--- src/rtl/core/lcr_pkg.sv ---
package lcr_pkg;

  // Default sizing, handed down through the top-level parameters
  localparam int unsigned DefSampleBits      = 24;
  localparam int unsigned DefZeroAverageCnt  = 100;
  localparam int unsigned DefMaxTareCount    = 1024;

  localparam int unsigned QueueDepth         = 2;

  localparam int unsigned ValueW             = 24;
  localparam int unsigned WeightW            = 16;
  localparam int unsigned ScaleW             = 32;
  localparam int unsigned TareCountW         = 11;
  localparam int unsigned GainW              = 2;
  localparam int unsigned FracBits           = 16;

  // Configuration register map (word indices, decoded from paddr[3:2])
  localparam int unsigned AddrW              = 4;
  localparam logic [1:0]  RegGainPulses      = 2'd0;
  localparam logic [1:0]  RegScaleFactor     = 2'd1;
  localparam logic [1:0]  RegTareCount       = 2'd2;

  localparam logic [GainW-1:0]      GainPulsesReset  = 2'd1;
  localparam logic [ScaleW-1:0]     ScaleFactorReset = 32'd65536;
  localparam logic [TareCountW-1:0] TareCountReset   = 11'd16;

  // Mode codes of an input request
  localparam logic [1:0] ModeTick = 2'd0;
  localparam logic [1:0] ModeTare = 2'd1;
  localparam logic [1:0] ModeZero = 2'd2;

  // Averaging run kinds
  localparam logic [1:0] KindNone = 2'd0;
  localparam logic [1:0] KindTare = 2'd1;
  localparam logic [1:0] KindZero = 2'd2;

  typedef enum logic [2:0] {
    PH_IDLE = 3'b001,
    PH_DATA = 3'b010,
    PH_GAIN = 3'b100
  } phase_e;

  typedef enum logic [4:0] {
    BK_IDLE = 5'b00001,
    BK_MUL  = 5'b00010,
    BK_FIN  = 5'b00100,
    BK_DIV  = 5'b01000,
    BK_EMIT = 5'b10000
  } bstate_e;

  // Per-tick control info passed from the front end to the back end
  typedef struct packed {
    logic       clk_level;
    logic       sample;
    logic [1:0] mode;
  } tick_ctrl_t;

endpackage

--- src/rtl/core/load_cell_adc_serial_reader_unit.sv ---
// A tick request passes through the front end and the request queue to the
// back end: MUL and FIN for a finished sample, the bit-serial divider when the
// tick completes an averaging run, then the result register. The back end
// handles one tick at a time; the two-entry queue takes more until full.
// Reset (rst_ni, async low): converter idle, offsets zero, no run active,
// registers gain_pulses 1, scale_factor 1.0 (Q16.16), tare_count 16.
module load_cell_adc_serial_reader_unit #(
  parameter int unsigned SAMPLE_BITS        = lcr_pkg::DefSampleBits,
  parameter int unsigned ZERO_AVERAGE_COUNT = lcr_pkg::DefZeroAverageCnt,
  parameter int unsigned MAX_TARE_COUNT     = lcr_pkg::DefMaxTareCount
) (
  input  logic                            clk_i,
  input  logic                            rst_ni,
  input  logic                            in_valid_i,
  output logic                            in_stall_o,
  input  logic [1:0]                      mode_i,
  input  logic                            data_pin_i,
  output logic                            out_valid_o,
  input  logic                            out_stall_i,
  output logic                            serial_clock_o,
  output logic                            sample_valid_o,
  output logic [lcr_pkg::ValueW-1:0]      sample_value_o,
  output logic [lcr_pkg::WeightW-1:0]     weight_o,
  output logic                            calibrating_o,
  output logic                            calibration_done_o,
  input  logic                            psel,
  input  logic                            penable,
  input  logic                            pwrite,
  input  logic [lcr_pkg::AddrW-1:0]       paddr,
  input  logic [31:0]                     pwdata,
  output logic [31:0]                     prdata,
  output logic                            pready
);

  localparam int unsigned CtrlW = $bits(lcr_pkg::tick_ctrl_t);
  localparam int unsigned QW    = CtrlW + SAMPLE_BITS;

  logic [lcr_pkg::GainW-1:0]      gain_q;
  logic [lcr_pkg::ScaleW-1:0]     scale_q;
  logic [lcr_pkg::TareCountW-1:0] tare_cnt_q;
  logic                           cfg_wr;

  assign pready = 1'b1;
  assign cfg_wr = psel && penable && pwrite && pready;

  always_ff @(posedge clk_i or negedge rst_ni) begin
    if (!rst_ni) begin
      gain_q     <= lcr_pkg::GainPulsesReset;
      scale_q    <= lcr_pkg::ScaleFactorReset;
      tare_cnt_q <= lcr_pkg::TareCountReset;
    end else if (cfg_wr) begin
      case (paddr[3:2])
        lcr_pkg::RegGainPulses:  gain_q     <= pwdata[lcr_pkg::GainW-1:0];
        lcr_pkg::RegScaleFactor: scale_q    <= pwdata;
        lcr_pkg::RegTareCount:   tare_cnt_q <= pwdata[lcr_pkg::TareCountW-1:0];
        default: ;
      endcase
    end
  end

  always_comb begin
    case (paddr[3:2])
      lcr_pkg::RegGainPulses:  prdata = 32'(gain_q);
      lcr_pkg::RegScaleFactor: prdata = scale_q;
      lcr_pkg::RegTareCount:   prdata = 32'(tare_cnt_q);
      default:                 prdata = '0;
    endcase
  end

  lcr_pkg::tick_ctrl_t     f_ctrl, b_ctrl;
  logic [SAMPLE_BITS-1:0]  f_word, b_word;
  logic                    take, q_full, q_empty, q_pop;
  logic [QW-1:0]           q_rdata;

  assign take       = in_valid_i && !q_full;
  assign in_stall_o = q_full;

  lcr_front #(
    .SAMPLE_BITS (SAMPLE_BITS)
  ) u_front (
    .clk_i         (clk_i),
    .rst_ni        (rst_ni),
    .take_i        (take),
    .data_pin_i    (data_pin_i),
    .mode_i        (mode_i),
    .gain_pulses_i (gain_q),
    .ctrl_o        (f_ctrl),
    .word_o        (f_word)
  );

  lcr_queue #(
    .WIDTH (QW)
  ) u_queue (
    .clk_i       (clk_i),
    .rst_ni      (rst_ni),
    .push_i      (take),
    .push_data_i ({f_ctrl, f_word}),
    .pop_i       (q_pop),
    .pop_data_o  (q_rdata),
    .full_o      (q_full),
    .empty_o     (q_empty)
  );

  assign b_ctrl = q_rdata[QW-1:SAMPLE_BITS];
  assign b_word = q_rdata[SAMPLE_BITS-1:0];

  lcr_back #(
    .SAMPLE_BITS        (SAMPLE_BITS),
    .ZERO_AVERAGE_COUNT (ZERO_AVERAGE_COUNT),
    .MAX_TARE_COUNT     (MAX_TARE_COUNT)
  ) u_back (
    .clk_i              (clk_i),
    .rst_ni             (rst_ni),
    .empty_i            (q_empty),
    .pop_o              (q_pop),
    .ctrl_i             (b_ctrl),
    .word_i             (b_word),
    .scale_factor_i     (scale_q),
    .tare_count_i       (tare_cnt_q),
    .out_valid_o        (out_valid_o),
    .out_stall_i        (out_stall_i),
    .serial_clock_o     (serial_clock_o),
    .sample_valid_o     (sample_valid_o),
    .sample_value_o     (sample_value_o),
    .weight_o           (weight_o),
    .calibrating_o      (calibrating_o),
    .calibration_done_o (calibration_done_o)
  );

endmodule

--- src/rtl/core/lcr_front.sv ---
module lcr_front #(
  parameter int unsigned SAMPLE_BITS = lcr_pkg::DefSampleBits
) (
  input  logic                         clk_i,
  input  logic                         rst_ni,
  input  logic                         take_i,
  input  logic                         data_pin_i,
  input  logic [1:0]                   mode_i,
  input  logic [lcr_pkg::GainW-1:0]    gain_pulses_i,
  output lcr_pkg::tick_ctrl_t          ctrl_o,
  output logic [SAMPLE_BITS-1:0]       word_o
);

  localparam int unsigned PCW = $clog2(SAMPLE_BITS + 1);
  localparam logic [SAMPLE_BITS-1:0] MsbMask = {1'b1, {(SAMPLE_BITS-1){1'b0}}};

  lcr_pkg::phase_e          phase_q, phase_d;
  logic                     clk_q, clk_d;
  logic [PCW-1:0]           cnt_q, cnt_d;
  logic [SAMPLE_BITS-1:0]   shift_q, shift_d;
  logic                     sample;
  logic [PCW-1:0]           cnt_inc;
  logic [PCW-1:0]           gain_eff;

  assign cnt_inc  = cnt_q + PCW'(1);
  // a gain setting of zero behaves as one pulse
  assign gain_eff = (gain_pulses_i == '0) ? PCW'(1) : PCW'(gain_pulses_i);

  always_comb begin
    phase_d = phase_q;
    clk_d   = clk_q;
    cnt_d   = cnt_q;
    shift_d = shift_q;
    sample  = 1'b0;
    case (phase_q)
      lcr_pkg::PH_IDLE: begin
        clk_d = 1'b0;
        if (!data_pin_i) begin
          phase_d = lcr_pkg::PH_DATA;
          cnt_d   = '0;
          shift_d = '0;
        end
      end
      lcr_pkg::PH_DATA: begin
        if (!clk_q) begin
          clk_d = 1'b1;
        end else begin
          clk_d   = 1'b0;
          shift_d = {shift_q[SAMPLE_BITS-2:0], data_pin_i};
          if (cnt_inc >= PCW'(SAMPLE_BITS)) begin
            phase_d = lcr_pkg::PH_GAIN;
            cnt_d   = '0;
          end else begin
            cnt_d = cnt_inc;
          end
        end
      end
      lcr_pkg::PH_GAIN: begin
        if (!clk_q) begin
          clk_d = 1'b1;
        end else begin
          clk_d = 1'b0;
          if (cnt_inc >= gain_eff) begin
            sample  = 1'b1;
            phase_d = lcr_pkg::PH_IDLE;
            cnt_d   = '0;
          end else begin
            cnt_d = cnt_inc;
          end
        end
      end
      default: begin
        phase_d = lcr_pkg::PH_IDLE;
        clk_d   = 1'b0;
        cnt_d   = '0;
      end
    endcase
  end

  always_ff @(posedge clk_i or negedge rst_ni) begin
    if (!rst_ni) begin
      phase_q <= lcr_pkg::PH_IDLE;
      clk_q   <= 1'b0;
      cnt_q   <= '0;
      shift_q <= '0;
    end else if (take_i) begin
      phase_q <= phase_d;
      clk_q   <= clk_d;
      cnt_q   <= cnt_d;
      shift_q <= shift_d;
    end
  end

  assign ctrl_o.clk_level = clk_d;
  assign ctrl_o.sample    = sample;
  assign ctrl_o.mode      = mode_i;
  // two's complement to offset binary (unsigned)
  assign word_o           = shift_q ^ MsbMask;

endmodule

--- src/rtl/core/lcr_queue.sv ---
module lcr_queue #(
  parameter int unsigned WIDTH = 8
) (
  input  logic             clk_i,
  input  logic             rst_ni,
  input  logic             push_i,
  input  logic [WIDTH-1:0] push_data_i,
  input  logic             pop_i,
  output logic [WIDTH-1:0] pop_data_o,
  output logic             full_o,
  output logic             empty_o
);

  localparam int unsigned Depth = lcr_pkg::QueueDepth;
  localparam int unsigned IW    = $clog2(Depth);
  localparam int unsigned CW    = $clog2(Depth + 1);

  logic [WIDTH-1:0] mem_q [Depth];
  logic [IW-1:0]    wr_q, rd_q;
  logic [CW-1:0]    count_q;

  assign full_o     = (count_q == CW'(Depth));
  assign empty_o    = (count_q == '0);
  assign pop_data_o = mem_q[rd_q];

  always_ff @(posedge clk_i) begin
    if (push_i) begin
      mem_q[wr_q] <= push_data_i;
    end
  end

  always_ff @(posedge clk_i or negedge rst_ni) begin
    if (!rst_ni) begin
      wr_q    <= '0;
      rd_q    <= '0;
      count_q <= '0;
    end else begin
      if (push_i) begin
        wr_q <= (wr_q == IW'(Depth - 1)) ? '0 : wr_q + IW'(1);
      end
      if (pop_i) begin
        rd_q <= (rd_q == IW'(Depth - 1)) ? '0 : rd_q + IW'(1);
      end
      if (push_i && !pop_i) begin
        count_q <= count_q + CW'(1);
      end else if (pop_i && !push_i) begin
        count_q <= count_q - CW'(1);
      end
    end
  end

endmodule

--- src/rtl/core/lcr_back.sv ---
module lcr_back #(
  parameter int unsigned SAMPLE_BITS        = lcr_pkg::DefSampleBits,
  parameter int unsigned ZERO_AVERAGE_COUNT = lcr_pkg::DefZeroAverageCnt,
  parameter int unsigned MAX_TARE_COUNT     = lcr_pkg::DefMaxTareCount
) (
  input  logic                              clk_i,
  input  logic                              rst_ni,
  input  logic                              empty_i,
  output logic                              pop_o,
  input  lcr_pkg::tick_ctrl_t               ctrl_i,
  input  logic [SAMPLE_BITS-1:0]            word_i,
  input  logic [lcr_pkg::ScaleW-1:0]        scale_factor_i,
  input  logic [lcr_pkg::TareCountW-1:0]    tare_count_i,
  output logic                              out_valid_o,
  input  logic                              out_stall_i,
  output logic                              serial_clock_o,
  output logic                              sample_valid_o,
  output logic [lcr_pkg::ValueW-1:0]        sample_value_o,
  output logic [lcr_pkg::WeightW-1:0]       weight_o,
  output logic                              calibrating_o,
  output logic                              calibration_done_o
);

  localparam int unsigned VLW    = lcr_pkg::ValueW;
  localparam int unsigned VW     = (SAMPLE_BITS > VLW) ? SAMPLE_BITS : VLW;
  localparam int unsigned MaxAvg = (MAX_TARE_COUNT > ZERO_AVERAGE_COUNT) ?
                                   MAX_TARE_COUNT : ZERO_AVERAGE_COUNT;
  localparam int unsigned CNT_W  = $clog2(MaxAvg + 1);
  localparam int unsigned TW     = (CNT_W > lcr_pkg::TareCountW) ? CNT_W : lcr_pkg::TareCountW;
  localparam int unsigned SUM_W  = VLW + CNT_W;
  localparam int unsigned STEP_W = $clog2(SUM_W + 1);
  localparam int unsigned PW     = VLW + lcr_pkg::ScaleW;
  localparam int unsigned WW     = lcr_pkg::WeightW;
  localparam int unsigned FB     = lcr_pkg::FracBits;

  lcr_pkg::bstate_e     state_q;
  logic                 clk_lvl_q, smp_q, done_q;
  logic [VLW-1:0]       sv_q;
  logic [WW-1:0]        wt_q;
  logic [PW-1:0]        prod_q;
  logic [1:0]           kind_q;
  logic [SUM_W-1:0]     sum_q;
  logic [CNT_W-1:0]     cnt_q;
  logic [VLW-1:0]       zero_q, tare_q;
  logic [CNT_W-1:0]     div_q, rem_q;
  logic [SUM_W-1:0]     quo_q;
  logic [STEP_W-1:0]    step_q;

  logic                 out_valid_q;
  logic                 out_clk_q, out_smp_q, out_cal_q, out_done_q;
  logic [VLW-1:0]       out_sv_q;
  logic [WW-1:0]        out_wt_q;

  // sample minus zero offset, clamped
  logic [VW-1:0]        v_ext, z_ext, r_val;
  logic [VLW-1:0]       sv_new;
  always_comb begin
    v_ext  = VW'(word_i);
    z_ext  = VW'(zero_q);
    r_val  = (v_ext > z_ext) ? (v_ext - z_ext) : '0;
    sv_new = (r_val > VW'({VLW{1'b1}})) ? {VLW{1'b1}} : r_val[VLW-1:0];
  end

  logic [VLW-1:0]       diff;
  assign diff = (sv_q > tare_q) ? (sv_q - tare_q) : '0;

  logic [WW-1:0]        wt_sat;
  assign wt_sat = (prod_q[PW-1:FB] > (PW-FB)'({WW{1'b1}})) ? {WW{1'b1}} : prod_q[FB+WW-1:FB];

  // averaging target; tare count is clamped to 1..MAX_TARE_COUNT
  logic [TW-1:0]        tare_ext;
  logic [CNT_W-1:0]     target, cnt_inc;
  always_comb begin
    tare_ext = TW'(tare_count_i);
    if (tare_ext == '0) begin
      tare_ext = TW'(1);
    end else if (tare_ext > TW'(MAX_TARE_COUNT)) begin
      tare_ext = TW'(MAX_TARE_COUNT);
    end
    target = (kind_q == lcr_pkg::KindTare) ? CNT_W'(tare_ext) : CNT_W'(ZERO_AVERAGE_COUNT);
  end
  assign cnt_inc = cnt_q + CNT_W'(1);

  logic [SUM_W-1:0]     sum_next;
  assign sum_next = sum_q + SUM_W'(sv_q);

  // one restoring division step a cycle
  logic [CNT_W:0]       trial;
  logic                 ge;
  logic [CNT_W-1:0]     rem_n;
  logic [SUM_W-1:0]     quo_n;
  always_comb begin
    trial = {rem_q, quo_q[SUM_W-1]};
    ge    = (trial >= {1'b0, div_q});
    rem_n = ge ? CNT_W'(trial - {1'b0, div_q}) : trial[CNT_W-1:0];
    quo_n = {quo_q[SUM_W-2:0], ge};
  end

  logic emit;
  assign emit  = (state_q == lcr_pkg::BK_EMIT) && (!out_valid_q || !out_stall_i);
  assign pop_o = (state_q == lcr_pkg::BK_IDLE) && !empty_i;

  always_ff @(posedge clk_i) begin
    if (state_q == lcr_pkg::BK_MUL) begin
      prod_q <= PW'(diff) * PW'(scale_factor_i);
    end
  end

  always_ff @(posedge clk_i or negedge rst_ni) begin
    if (!rst_ni) begin
      state_q   <= lcr_pkg::BK_IDLE;
      clk_lvl_q <= 1'b0;
      smp_q     <= 1'b0;
      done_q    <= 1'b0;
      sv_q      <= '0;
      wt_q      <= '0;
      kind_q    <= lcr_pkg::KindNone;
      sum_q     <= '0;
      cnt_q     <= '0;
      zero_q    <= '0;
      tare_q    <= '0;
      div_q     <= '0;
      rem_q     <= '0;
      quo_q     <= '0;
      step_q    <= '0;
    end else begin
      case (state_q)
        lcr_pkg::BK_IDLE: begin
          if (!empty_i) begin
            // a command restarts the run before this tick's sample counts
            if (ctrl_i.mode == lcr_pkg::ModeTare) begin
              kind_q <= lcr_pkg::KindTare;
              sum_q  <= '0;
              cnt_q  <= '0;
            end else if (ctrl_i.mode == lcr_pkg::ModeZero) begin
              kind_q <= lcr_pkg::KindZero;
              sum_q  <= '0;
              cnt_q  <= '0;
            end
            clk_lvl_q <= ctrl_i.clk_level;
            smp_q     <= ctrl_i.sample;
            done_q    <= 1'b0;
            sv_q      <= ctrl_i.sample ? sv_new : '0;
            wt_q      <= '0;
            state_q   <= ctrl_i.sample ? lcr_pkg::BK_MUL : lcr_pkg::BK_EMIT;
          end
        end
        lcr_pkg::BK_MUL: begin
          state_q <= lcr_pkg::BK_FIN;
        end
        lcr_pkg::BK_FIN: begin
          wt_q <= wt_sat;
          if (kind_q != lcr_pkg::KindNone) begin
            if (cnt_inc >= target) begin
              div_q   <= cnt_inc;
              rem_q   <= '0;
              quo_q   <= sum_next;
              step_q  <= '0;
              state_q <= lcr_pkg::BK_DIV;
            end else begin
              sum_q   <= sum_next;
              cnt_q   <= cnt_inc;
              state_q <= lcr_pkg::BK_EMIT;
            end
          end else begin
            state_q <= lcr_pkg::BK_EMIT;
          end
        end
        lcr_pkg::BK_DIV: begin
          rem_q  <= rem_n;
          quo_q  <= quo_n;
          step_q <= step_q + STEP_W'(1);
          if (step_q == STEP_W'(SUM_W - 1)) begin
            if (kind_q == lcr_pkg::KindTare) begin
              tare_q <= quo_n[VLW-1:0];
            end else begin
              zero_q <= quo_n[VLW-1:0];
            end
            kind_q  <= lcr_pkg::KindNone;
            sum_q   <= '0;
            cnt_q   <= '0;
            done_q  <= 1'b1;
            state_q <= lcr_pkg::BK_EMIT;
          end
        end
        lcr_pkg::BK_EMIT: begin
          if (emit) begin
            state_q <= lcr_pkg::BK_IDLE;
          end
        end
        default: begin
          state_q <= lcr_pkg::BK_IDLE;
        end
      endcase
    end
  end

  // result register
  always_ff @(posedge clk_i or negedge rst_ni) begin
    if (!rst_ni) begin
      out_valid_q <= 1'b0;
    end else if (emit) begin
      out_valid_q <= 1'b1;
    end else if (!out_stall_i) begin
      out_valid_q <= 1'b0;
    end
  end

  always_ff @(posedge clk_i) begin
    if (emit) begin
      out_clk_q  <= clk_lvl_q;
      out_smp_q  <= smp_q;
      out_sv_q   <= sv_q;
      out_wt_q   <= wt_q;
      out_cal_q  <= (kind_q != lcr_pkg::KindNone);
      out_done_q <= done_q;
    end
  end

  assign out_valid_o        = out_valid_q;
  assign serial_clock_o     = out_clk_q;
  assign sample_valid_o     = out_smp_q;
  assign sample_value_o     = out_sv_q;
  assign weight_o           = out_wt_q;
  assign calibrating_o      = out_cal_q;
  assign calibration_done_o = out_done_q;

endmodule
--- config.mk ---
export PLATFORM = sky130hd
export DESIGN_NAME = load_cell_adc_serial_reader_unit
export DESIGN_NICKNAME = d
export VERILOG_FILES = /design/src/rtl/core/lcr_pkg.sv /design/src/rtl/core/load_cell_adc_serial_reader_unit.sv /design/src/rtl/core/lcr_front.sv /design/src/rtl/core/lcr_queue.sv /design/src/rtl/core/lcr_back.sv
export SDC_FILE = /design/constraint.sdc
export NUM_CORES = 2
export LEC_CHECK = 0
export ABC_AREA = 1
export BUFFER_PORTS_ARGS = -buffer_cell sky130_fd_sc_hd__buf_2
export CAP_MARGIN = 20
export CORE_UTILIZATION = 55
export CTS_CLUSTER_DIAMETER = 120
export DETAILED_ROUTE_END_ITERATION = 10
export PLACE_DENSITY_LB_ADDON = 0.2
export SLEW_MARGIN = 20
export SYNTH_ARGS = -nofsm -noshare
export SYNTH_HDL_FRONTEND = slang
export SYNTH_HIERARCHICAL = 1
export SYNTH_SLANG_ARGS = --single-unit
--- constraint.sdc ---
create_clock -name clk_i -period 12.25 [get_ports clk_i]
set_input_delay 0.6125 -clock clk_i [delete_from_list [all_inputs] [get_ports clk_i]]
set_output_delay 0.6125 -clock clk_i [all_outputs]
set_load 0.1 [all_outputs]
==> flow_metrics.tcl <==
set metrics [dict create \
    status "finished, final reports clean" \
    finalSetupViolations 0 \
    netlist_instances 5428 \
    synth_edf_count 140 \
    chipWidth_um 292 \
    gp_congestion 1.00 \
    yosysTopAreaCellShare_pct 28.6 \
    place_area_um2 47800 \
    n_antenna_cell 0 \
    clock.fmax_mhz 97.8 \
    syn_avg_cell_area_um2 8.52 \
    drive_above_1_share_pct 7.38 \
    rows 105 \
    design.core.area_um2 82600 \
    synth_simple_gate_area_share_pct 17.5 \
    ctsResizeCount 0 \
    synth_most_common_cell "nand2_1" \
    dr.pass1.iters 7 \
    fin_worst_skew_ns 0.0675 \
    synth.area.top_cells "fa_1 (29%), dfrtp_1 (15%), edfxtp_1 (9.1%)" \
    grt_pass1_vias 37243 \
    synth_area_leader_cell "fa_1" \
    antenna_found_initial 2 \
    synth_compound_area_share_pct 7.48 \
    numPortBuffers 121 \
    drtAntennaViolNets 0 \
    synthDistinctLibCells 71 \
    synth_seq_area_share_pct 24.8 \
    finalHoldViolCount 0 \
    cts_tree "yes" \
    vias 37082 \
    critPathLaunchType "register" \
    cts.sinks 430 \
    critPathCaptureType "register" \
    slew_violations 0 \
    cts_setup_buffers 0 \
    synth_commonest_cells "nand2_1 (1,113), inv_1 (1,059), fa_1 (661)" \
    die-area_um2 85200 \
    drt_iter0_drc 3327 \
    fin_area_um2 49300 \
    start_util_pct 55.9 \
    worst_ep_required_time_ns 12.61 \
    grt_overflow 0 \
    yosysWarnings 6 \
    synthArstFlopShare_pct 67.4 \
    maxSlewHeadroom_pct 24.6 \
    hold_buffers 0 \
    synthMuxAreaShare_pct 0.763 \
    cts_buffers 48 \
    nNetsFinal 6444 \
    worstMarginPinSlew_ns 1.13 \
    die_h_um 292 \
    rsz0062_at_grt "false" \
    synth_flop_cell "dfrtp_1" \
    grt_pass1_wl_mm 214 \
    h-tree-depth 2 \
    wl_per_cell_um 20.7 \
    path_common_cell "fa_1" \
    dp_hpwl_mm 105 \
    criticalPathCategory "reg2reg" \
    ios 125 \
    synth_top_family_by_area "adder cells" \
    grt_usage_pct 32.9 \
    cp_slowest_stage_delay_ns 0.90 \
    clock-root-buffer "clkbuf_16" \
    ys_ff_latch 430 \
    crit_fanout 27 \
    hold_path.class "in2async" \
    period_share_pct 83.5 \
    drc_errors 0 \
    min_period_ns 10.23 \
    critPathArrivalTime_ns 10.58 \
    num-fill-cells 7312 \
    routed_wl_mm 136 \
    max_cap_violations 0 \
    synthAdderAreaFrac_pct 36.2 \
    routed_via_density 5.65 \
    synth-xor-area-share_pct 2.08 \
    path_clk_slew_ns 0.06 \
    tns_ns 0 \
    syn_area_um2 46200 \
    grt_start_max_net_pins 137 \
    synth_nets 6414 \
    cpMaxStageDelayCell "nor2_1" \
    clk_latency_ns 0.64 \
    syn_to_final_growth_pct 6.75 \
    cts_buffer_depth 3 \
]
==> worst max-delay path, delay by kind of cell (launching register included) <==
| kind | cells | cell delay (ns) |
|---|---|---|
| buffers and inverters | 6 | 0.87 |
| AND/OR/NAND/NOR | 13 | 2.62 |
| AO/OA/AOI/OAI | 5 | 1.44 |
| flip-flops | 1 | 0.47 |
| adder cells (fa/ha/maj) | 9 | 4.51 |
==> metal layers <==
layer,up-vias,GRT usage [%],routed length [µm]
met5,-,0,8
met4,2,11.3,5420
met3,284,7.71,14700
met2,1781,49.2,58600
met1,18372,46.9,56900
li1,16643,-,-
==> worst paths after layout <==
kind	depth (start not counted)	slack, ns	startpoint	end
worst min register to register	2	0.45	u_back/prod_q[19]$_DFFE_PP_	u_back/wt_q[3]$_DFFE_PN0P_
worst min-delay path	1	0.07	rst_ni	u_back/sum_q[32]$_DFFE_PN0P_
max in group asynchronous	2	10.87	rst_ni	scale_q[15]$_DFFE_PN0P_
worst max-delay path	33	2.02	u_back/sv_q[15]$_DFFE_PN0P_	u_back/prod_q[52]$_DFFE_PP_
min in group clk_i	3	0.17	pwdata[24]	scale_q[24]$_DFFE_PN0P_
worst max register to register	33	2.02	u_back/sv_q[15]$_DFFE_PN0P_	u_back/prod_q[52]$_DFFE_PP_
==> flip-flops by register name (all words and copies together), names as in the netlist, 3 cells and up <==
signal,count
scale_q,32
tare_cnt_q,11
u_back/cnt_q,11
u_back/div_q,11
u_back/prod_q,40
u_back/quo_q,35
u_back/rem_q,11
u_back/sample_value_o,24
u_back/state_q,5
u_back/step_q,6
u_back/sum_q,35
u_back/sv_q,24
u_back/tare_q,24
u_back/weight_o,16
u_back/wt_q,16
u_back/z_ext,24
u_front/cnt_q,5
u_front/phase_q,3
u_front/shift_q,24
u_queue/mem_q,56
==> cell type report <==
class,instances,area [µm²],area share (%)
Timing Repair Buffer,202,1240,2.51
Multi-Input combinational cell,3693,29600,60.1
Clock inverter,21,230,0.467
Tap cell,1070,1340,2.71
Sequential cell,430,11500,23.2
Clock buffer,69,1360,2.76
Inverter,1083,4070,8.24
==> logic make-up after synthesis <==
group	after synthesis
other	1
adder cells (fa/ha/maj)	940
AND/OR/NAND/NOR	2003
flip-flops	430
multiplexers	28
XOR/XNOR	109
buffers and inverters	1305
AO/OA/AOI/OAI	612
==> cells in the final DEF (no fill, tap or decap), drive strengths merged, types with 5 or more instances in the layout <==
cell	Yosys	routed
a21o	9	9
o21a	12	12
o21ai	255	255
a31oi	26	26
nand2	1132	1132
fa	661	661
a221oi	6	6
dfrtp	285	285
ha	279	279
or2	15	15
edfxtp	140	140
clkbuf	128	69
a21oi	222	222
nor4	16	16
nor3	46	46
nand3	148	148
inv	1073	1077
mux2	28	28
o21bai	15	15
nand4	22	22
nor2	616	616
xor2	69	69
dfstp	5	5
o22ai	29	29
o211ai	6	6
a22o	7	7
xnor2	40	40
buf	94	202
clkinv	10	23
==> per-stage QoR <==
step	utilization (%)	hold slack (ns)	cells	setup WS [ns]
5_1_grt	59.7	0.132	6568	1.57
2_1_floorplan	-	0.317	5428	4.26
3_5_place_dp	57.8	0.438	6478	2.18
4_1_cts	59.7	0.0771	6568	2.12
3_3_place_gp	57.8	0.436	6478	2.24
6_report	59.7	0.0687	6568	2.02
Power is left out: the tool's default activity adds up to more than one toggle a clock period on the data nets, which glitch-free logic cannot reach.
